`config.mk`:
```
export PLATFORM = sky130hd
export DESIGN_NAME = sorted_list_insert_remove_flat
export DESIGN_NICKNAME = d
export VERILOG_FILES = /design/src/rtl/slir_pkg.sv /design/src/rtl/slir_req_if.sv /design/src/rtl/slir_rsp_if.sv /design/src/rtl/slir_cell.sv /design/src/rtl/sorted_list_insert_remove.sv /design/src/flat_wrapper.sv
export SDC_FILE = /design/constraint.sdc
export NUM_CORES = 2
export LEC_CHECK = 0
export BUFFER_PORTS_ARGS = -buffer_cell sky130_fd_sc_hd__buf_2
export CELL_PAD_IN_SITES_DETAIL_PLACEMENT = 2
export CELL_PAD_IN_SITES_GLOBAL_PLACEMENT = 2
export CORE_UTILIZATION = 25
export CTS_CLUSTER_DIAMETER = 60
export DETAILED_ROUTE_END_ITERATION = 8
export PLACE_DENSITY_LB_ADDON = 0.1
export SLEW_MARGIN = 20
export SYNTH_ARGS = -nofsm -noshare
export SYNTH_HDL_FRONTEND = slang
export SYNTH_SLANG_ARGS = --single-unit
```
`constraint.sdc`:
```
create_clock -name clk -period 18.4 [get_ports clk]
set_input_delay 3.68 -clock clk [delete_from_list [all_inputs] [get_ports clk]]
set_output_delay 3.68 -clock clk [all_outputs]
set_load 0.1 [all_outputs]
```
`src/rtl/slir_pkg.sv`:
```
`timescale 1ns / 1ps
`default_nettype none

package slir_pkg;

  // Table depth and the widths that follow from it.
  localparam int CAPACITY = 16;
  localparam int CNT_W    = $clog2(CAPACITY + 1);
  localparam int VAL_W    = 32;
  localparam int COUNT_FW = 5;

  // Result status codes.
  typedef enum logic [1:0] {
    ST_DONE   = 2'd0,
    ST_FULL   = 2'd1,
    ST_ABSENT = 2'd2
  } status_t;

  // Operation codes.
  localparam logic OP_INSERT = 1'b0;
  localparam logic OP_REMOVE = 1'b1;

  // Command broadcast to every cell of the chain.
  typedef struct packed {
    logic                    ins_en;
    logic                    rem_en;
    logic signed [VAL_W-1:0] value;
  } cmd_t;

  // What a cell hands to its right-hand neighbour.
  typedef struct packed {
    logic                    lt;
    logic signed [VAL_W-1:0] entry;
  } link_t;

endpackage

`default_nettype wire

```
`src/rtl/slir_req_if.sv`:
```
`timescale 1ns / 1ps
`default_nettype none

// Request channel: one operation and its value per transfer.
interface slir_req_if;
  logic               valid;
  logic               ready;
  logic               op;
  logic signed [31:0] value;

  modport source (output valid, op, value, input ready);
  modport sink   (input valid, op, value, output ready);
endinterface

`default_nettype wire

```
`src/rtl/slir_rsp_if.sv`:
```
`timescale 1ns / 1ps
`default_nettype none

// Response channel: status, count and head of the table per transfer.
interface slir_rsp_if;
  logic               valid;
  logic               ready;
  logic [1:0]         status;
  logic [4:0]         count;
  logic signed [31:0] smallest;
  logic               smallest_valid;

  modport source (output valid, status, count, smallest, smallest_valid, input ready);
  modport sink   (input valid, status, count, smallest, smallest_valid, output ready);
endinterface

`default_nettype wire

```
`src/rtl/slir_cell.sv`:
```
`timescale 1ns / 1ps
`default_nettype none

module slir_cell (
  input  wire logic                                 clk,
  input  wire slir_pkg::cmd_t                       cmd,
  input  wire logic                                 occ,
  input  wire slir_pkg::link_t                      left,
  input  wire logic signed [slir_pkg::VAL_W-1:0]    right_entry,
  output slir_pkg::link_t                           link,
  output logic                                      hit,
  output logic signed [slir_pkg::VAL_W-1:0]         entry_next
);
  import slir_pkg::*;

  logic signed [VAL_W-1:0] entry;
  logic                    lt;

  // Local compare: this entry is stored and smaller than the command value.
  assign lt   = occ && (entry < cmd.value);
  assign link = '{lt: lt, entry: entry};

  // First stored copy of the value sits where the smaller run ends.
  assign hit = occ && left.lt && (entry == cmd.value);

  // Insert shifts right from the insertion point, remove shifts left.
  always_comb begin
    entry_next = entry;
    if (cmd.ins_en && !lt) begin
      entry_next = left.lt ? cmd.value : left.entry;
    end else if (cmd.rem_en && !lt) begin
      entry_next = right_entry;
    end
  end

  always_ff @(posedge clk) begin
    entry <= entry_next;
  end

endmodule

`default_nettype wire

```
`src/rtl/sorted_list_insert_remove.sv`:
```
`timescale 1ns / 1ps
`default_nettype none

// A result is registered and shown in the cycle after its request transfer.
// One request per cycle unless the response is held back; in the cycle of a transfer
// every chain cell compares and shifts, and the response register is the only stage.
// Reset clears the count and the response valid; cell contents are not reset.

module sorted_list_insert_remove (
  input wire logic clk,
  input wire logic rst,
  slir_req_if.sink   req,
  slir_rsp_if.source rsp
);
  import slir_pkg::*;

  logic [CNT_W-1:0]        count;
  logic [CNT_W-1:0]        count_next;
  logic                    accept;
  logic                    found;
  logic [CAPACITY-1:0]     occ;
  logic [CAPACITY-1:0]     hits;
  cmd_t                    cmd;
  link_t                   links [CAPACITY];
  link_t                   lefts [CAPACITY];
  logic signed [VAL_W-1:0] rights [CAPACITY];
  logic signed [VAL_W-1:0] nexts [CAPACITY];
  status_t                 status;

  // A new request is taken whenever the response register is free or draining.
  assign req.ready = !rsp.valid || rsp.ready;
  assign accept    = req.valid && req.ready;

  // Occupancy of each cell follows from the count.
  always_comb begin
    for (int i = 0; i < CAPACITY; i++) begin
      occ[i] = CNT_W'(i) < count;
    end
  end

  assign found = |hits;

  // Command broadcast to the chain.
  always_comb begin
    cmd.value  = req.value;
    cmd.ins_en = accept && (req.op == OP_INSERT) && (count < CNT_W'(CAPACITY));
    cmd.rem_en = accept && (req.op == OP_REMOVE) && found;
  end

  // Neighbour wiring; the first cell sees an open boundary on its left.
  always_comb begin
    for (int i = 0; i < CAPACITY; i++) begin
      if (i == 0) begin
        lefts[i] = '{lt: 1'b1, entry: '0};
      end else begin
        lefts[i] = links[i-1];
      end
      if (i == CAPACITY - 1) begin
        rights[i] = '0;
      end else begin
        rights[i] = links[i+1].entry;
      end
    end
  end

  for (genvar g = 0; g < CAPACITY; g++) begin : g_cell
    slir_cell u_cell (
      .clk         (clk),
      .cmd         (cmd),
      .occ         (occ[g]),
      .left        (lefts[g]),
      .right_entry (rights[g]),
      .link        (links[g]),
      .hit         (hits[g]),
      .entry_next  (nexts[g])
    );
  end

  // Count update and status of the request.
  always_comb begin
    count_next = count;
    if (cmd.ins_en) begin
      count_next = count + CNT_W'(1);
    end else if (cmd.rem_en) begin
      count_next = count - CNT_W'(1);
    end
    if (req.op == OP_INSERT) begin
      status = cmd.ins_en ? ST_DONE : ST_FULL;
    end else begin
      status = found ? ST_DONE : ST_ABSENT;
    end
  end

  always_ff @(posedge clk) begin
    if (rst) begin
      count     <= '0;
      rsp.valid <= 1'b0;
    end else begin
      count <= count_next;
      if (accept) begin
        rsp.valid <= 1'b1;
      end else if (rsp.ready) begin
        rsp.valid <= 1'b0;
      end
    end
  end

  // Response payload is captured with the transfer.
  always_ff @(posedge clk) begin
    if (accept) begin
      rsp.status         <= status;
      rsp.count          <= COUNT_FW'(count_next);
      rsp.smallest       <= (count_next != '0) ? nexts[0] : '0;
      rsp.smallest_valid <= (count_next != '0);
    end
  end

  // The table never holds more than its capacity.
  a_count_bound: assert property (@(posedge clk) disable iff (rst)
    count <= CNT_W'(CAPACITY))
    else $error("count above capacity");

  // An insert into a full table is reported as rejected.
  a_full_status: assert property (@(posedge clk) disable iff (rst)
    accept && (req.op == OP_INSERT) && (count == CNT_W'(CAPACITY))
    |=> rsp.status == ST_FULL)
    else $error("full insert not rejected");

  // A successful remove takes exactly one entry out.
  a_remove_count: assert property (@(posedge clk) disable iff (rst)
    cmd.rem_en |=> count == $past(count) - CNT_W'(1))
    else $error("remove count mismatch");

  // The head flag of a pending response agrees with the stored count.
  a_head_flag: assert property (@(posedge clk) disable iff (rst)
    rsp.valid |-> rsp.smallest_valid == (count != '0))
    else $error("head flag disagrees with count");

endmodule

`default_nettype wire
```
`src/flat_wrapper.sv`:
```
// flat-port wrapper written by rule: the top's interface ports become plain ports
module sorted_list_insert_remove_flat import slir_pkg::*;
  (clk, rst, req_valid, req_op, req_value, req_ready, rsp_valid, rsp_status, rsp_count, rsp_smallest, rsp_smallest_valid, rsp_ready);
  slir_req_if req_i ();
  slir_rsp_if rsp_i ();
  input wire logic clk;
  input wire logic rst;
  input wire logic [$bits(req_i.valid)-1:0] req_valid;
  input wire logic [$bits(req_i.op)-1:0] req_op;
  input wire logic [$bits(req_i.value)-1:0] req_value;
  output wire logic [$bits(req_i.ready)-1:0] req_ready;
  output wire logic [$bits(rsp_i.valid)-1:0] rsp_valid;
  output wire logic [$bits(rsp_i.status)-1:0] rsp_status;
  output wire logic [$bits(rsp_i.count)-1:0] rsp_count;
  output wire logic [$bits(rsp_i.smallest)-1:0] rsp_smallest;
  output wire logic [$bits(rsp_i.smallest_valid)-1:0] rsp_smallest_valid;
  input wire logic [$bits(rsp_i.ready)-1:0] rsp_ready;
  assign req_i.valid = req_valid;
  assign req_i.op = req_op;
  assign req_i.value = req_value;
  assign req_ready = req_i.ready;
  assign rsp_valid = rsp_i.valid;
  assign rsp_status = rsp_i.status;
  assign rsp_count = rsp_i.count;
  assign rsp_smallest = rsp_i.smallest;
  assign rsp_smallest_valid = rsp_i.smallest_valid;
  assign rsp_i.ready = rsp_ready;
  sorted_list_insert_remove u_core (.clk(clk), .rst(rst), .req(req_i), .rsp(rsp_i));
endmodule
```
==> results summary <==
The share of cells above drive strength 1 came out at 9.51%. The floorplan die height is 400 µm. The cell area after layout is 46200 µm².

The peak supply drop is 0.0601 mV. The proportion of power drawn by combinational gates is 21.2%. Summing all placed instances gives a cell area of 42700 µm². The number of antenna violations at the first check in global routing came to 0. The post-synthesis register bit count is 558. The first-iteration detailed-routing DRC count came out at 1313. The die is 400 µm wide.

The global-route layer with the greatest usage is met2. The first global-routing pass estimated 231 mm of wire. The worst setup path is launched from an input pin.

The sequential fraction of the synthesis area is 41.3%. For hold timing, the worst endpoint is u_core.rsp.valid. The total standard cell area after synthesis is 39600 µm².

The startpoint of the lowest-slack register-to-register path is u_core.g_cell[1].u_cell.entry[31]. The pin count of the biggest net entering global routing came out at 66. Setup repair after global routing left no endpoint under its margin.

The post-synthesis cell type count came out at 78. The share of synthesized registers carrying an async set or reset came out at 0%. The clock drives 558 sinks. Summed over all nets, the switching power comes to 0.00146 W.

The maximum root-to-sink buffer count came out at 3. The area of the die is 160000 µm². The HPWL after detailed placement came out at 121 mm.

The count of boundary I/O pins is 79. The power density over the cells came out at 96.7 nW/µm². The post-CTS repair timing setup buffer count came out at 0. Counting flops with a built-in enable in the synthesized netlist gives 520. The detailed-route vias per instance is 5.10.

The total length of routed wires came out at 155 mm. In this run the remaining antenna-violating nets after routing total 0. The cell depth of the worst flop-to-flop path came out at 12. Counting every net in the synthesized netlist gives 4608. The detailed-route DRC error count is 0. The post-route clock skew came out at 0.0373 ns.

During placement, the flow inserted port buffers numbering 78. For this design, the CTS-stage hold fixing added 0 buffers. The worst hold path begins at u_core.rsp.valid.

The fmax came out at 112 MHz. The critical path in this run is classified as input pin to flop. The number of resized instances in the post-cts repair step is 0. Across all register-to-register paths, the minimum setup slack is 13.11 ns. The latest clock arrival within the worst-skew pair came out at 0.71 ns. Once the floorplan was initialized, standard cells occupied 25.3% of the core. The flow ran to the end, and the final reports show no timing, DRC or antenna violations. The cell total after placement is 6061.

Dividing the synthesized area by the synthesized cell count gives 9.77 µm². TritonCTS built the clock tree. Across the run, the number of max-cap violations was 0. 0 antenna diodes ended up in the layout. The count of mapped cells out of synthesis came out at 4056. In the synthesized netlist the dominant register cell turns out to be edfxtp_1.

The count of standard-cell rows is 145. The worst min-delay path class is flop to flop. The synthesis-to-finish area growth came out at 16.5%. Global routing finished with a remaining overflow of 0. In the finished design, the share of the clock period the worst path needs comes to 48.5%.

The number of cells in the finished layout apart from fillers came out at 6244. After detailed routing, the average wire length per cell comes to 24.7 µm. The global-route track usage on met2 came out at 32.3%.

The global-route track usage on met1 is 25.1%. The core region area came out at 157000 µm². The transition time at the pin with the least slew margin came out at 1.06 ns. Setup violations remaining at the end of the flow were counted as 0. The buffer cell driving the clock tree root is clkbuf_16. For the worst setup path, the data arrival time is 9.29 ns. The number of hold-slack violations in the final timing report was 0. The global placement routability congestion is 0.823. The endpoint identified for the worst register-to-register timing path is u_core.g_cell[12].u_cell.entry[12].

The overall power came out at 0.00447 W. The internal power consumption came out at 0.00301 W. The number of warnings issued by yosys is 0. The H-tree was split into 3 levels.

The sort of element at the end of the critical path is a flop. The max-slew violation total from the final report is 0. Counting instances, the worst hold path has a depth of 2. The met3 demand-to-capacity share in global routing came out at 2.00%.

Summed over all cells, the static leakage comes to 17.4 nW. The number of nets in the layout came out at 4656. The number of buffers added by the clock tree synthesis step came out at 98. The global routing usage summed across all routing layers is 19.0%. The first TritonRoute pass finished after 5 iterations.

The largest fanout of any net on the critical path came out at 23. In this run the tightest slew margin relative to its limit is 28.9%. The smallest clock period supported by the final layout is computed as 8.92 ns.

In this run, flip-flops and latches consume 35.4% of the power. The switching power as a share of total power is 32.7%. STA puts the critical path data required time at 18.77 ns.

The share of total power in the clock network came out at 43.4%. The via count of the first global-routing pass came to 34500. After clock tree synthesis, the clock-pin slew on the worst setup and hold paths is 0.06 ns. Adding up every negative setup slack in the final design gives 0 ns. The via count is 31800.
synth_stat cells, types with 29 or more instances:
cell type,n,area share [%]
nand4_1,112,1.8
nand2_1,173,1.6
nor2_1,638,6.0
nand3_1,72,0.91
mux2i_1,389,9.8
a21o_1,90,1.7
nor2b_1,29,0.46
o21ai_0,128,1.6
edfxtp_1,520,39
nor3_1,30,0.38
dfxtp_1,38,1.9
inv_1,102,0.97
a31oi_1,37,0.58
clkbuf_1,198,1.9
a21oi_1,698,8.8
ha_1,515,16
power groups by stage:
stage	clock network (W)	logic, W	registers, W
after floorplan	0	0.000551	0.00171
after global placement	0	0.000936	0.00161
after detailed placement	0	0.000961	0.00161
after CTS	0.00200	0.000965	0.00158
after global routing	0.00205	0.00105	0.00159
final	0.00194	0.000947	0.00158
critical path, cell delays in order:
cell and delay, ns:
buf_2 0.34, inv_1 0.54, ha_1 0.64, nand4_1 0.20, nor4bb_2 0.82, o41a_1 0.37, nor4_1 0.09, a2111oi_0 0.92
nand2_1 0.10, or4_1 0.49, nand2_1 0.11, buf_4 0.42, nor2_4 0.16, buf_4 0.30
flip-flops by register name, indices dropped and copies added, names as in the netlist:
| register | count |
|---|---|
| u_core.rsp.count | 5 |
| u_core.rsp.smallest | 32 |
| u_core.rsp.valid | 1 |
| u_core.g_cell.u_cell.entry | 512 |
| u_core.count | 5 |
| u_core.rsp.status | 2 |
| u_core.rsp.smallest_valid | 1 |
how the worst max path moves through the flow:
stage	startpoint	end	slack, ns	depth (start not counted)
finish	req_value[31]	u_core.g_cell[12].u_cell.entry[12]	9.48	14
global route	req_value[11]	u_core.g_cell[12].u_cell.entry[12]	9.29	15
CTS	req_value[11]	u_core.g_cell[12].u_cell.entry[12]	9.54	15
detailed placement	req_value[31]	u_core.g_cell[13].u_cell.entry[5]	8.80	14
global placement	req_value[31]	u_core.g_cell[13].u_cell.entry[4]	8.50	14
floorplan	req_value[31]	u_core.g_cell[15].u_cell.entry[0]	9.96	12
placed cells by master (no fill, tap or decap), drive strengths merged, types with 72 or more instances in the layout:
master  instances
buf           168
mux2i         389
a21oi         699
nand4         112
ha            515
edfxtp        520
nor2          638
clkbuf        120
a21o           90
nand3          72
nand2         173
inv           110
o21ai         130
area by class of cell:
class / count / area (µm²)
Sequential cell: 558 / 16400
Inverter: 102 / 383
Fill cell: 17200 / 111000
Clock inverter: 62 / 777
Tap cell: 2058 / 2570
Timing Repair Buffer: 168 / 1090
Multi-Input combinational cell: 3176 / 22300
Clock buffer: 120 / 2660
stage by stage:
stage                     utilization [%]  setup WS [ns]  hold WS, ns
after floorplan                         -           9.96        0.545
after global placement               27.2           8.50        0.514
after detailed placement             27.2           8.80        0.552
after CTS                            29.4           9.54        0.561
after global routing                 29.5           9.29        0.590
final                                29.5           9.48        0.545
metal layers:
metal  share of wire, %  vias up
li1                   -    15400
met1                 47    15900
met2                 47      369
met3                2.3      188
met4                2.8        0
met5                  0        -
kinds of logic (layout without fill, tap and decap cells):
logic type	Yosys count	count (layout)	share of synthesized area, %
XOR/XNOR	4	4	0.0884
AO/OA/AOI/OAI	1083	1083	15.6
buffers and inverters	322	452	3.18
AND/OR/NAND/NOR	1184	1184	13.7
flip-flops	558	558	41.3
multiplexers	390	390	9.85
adder cells (fa/ha/maj)	515	515	16.3
Power figures use the tool's default switching activity.
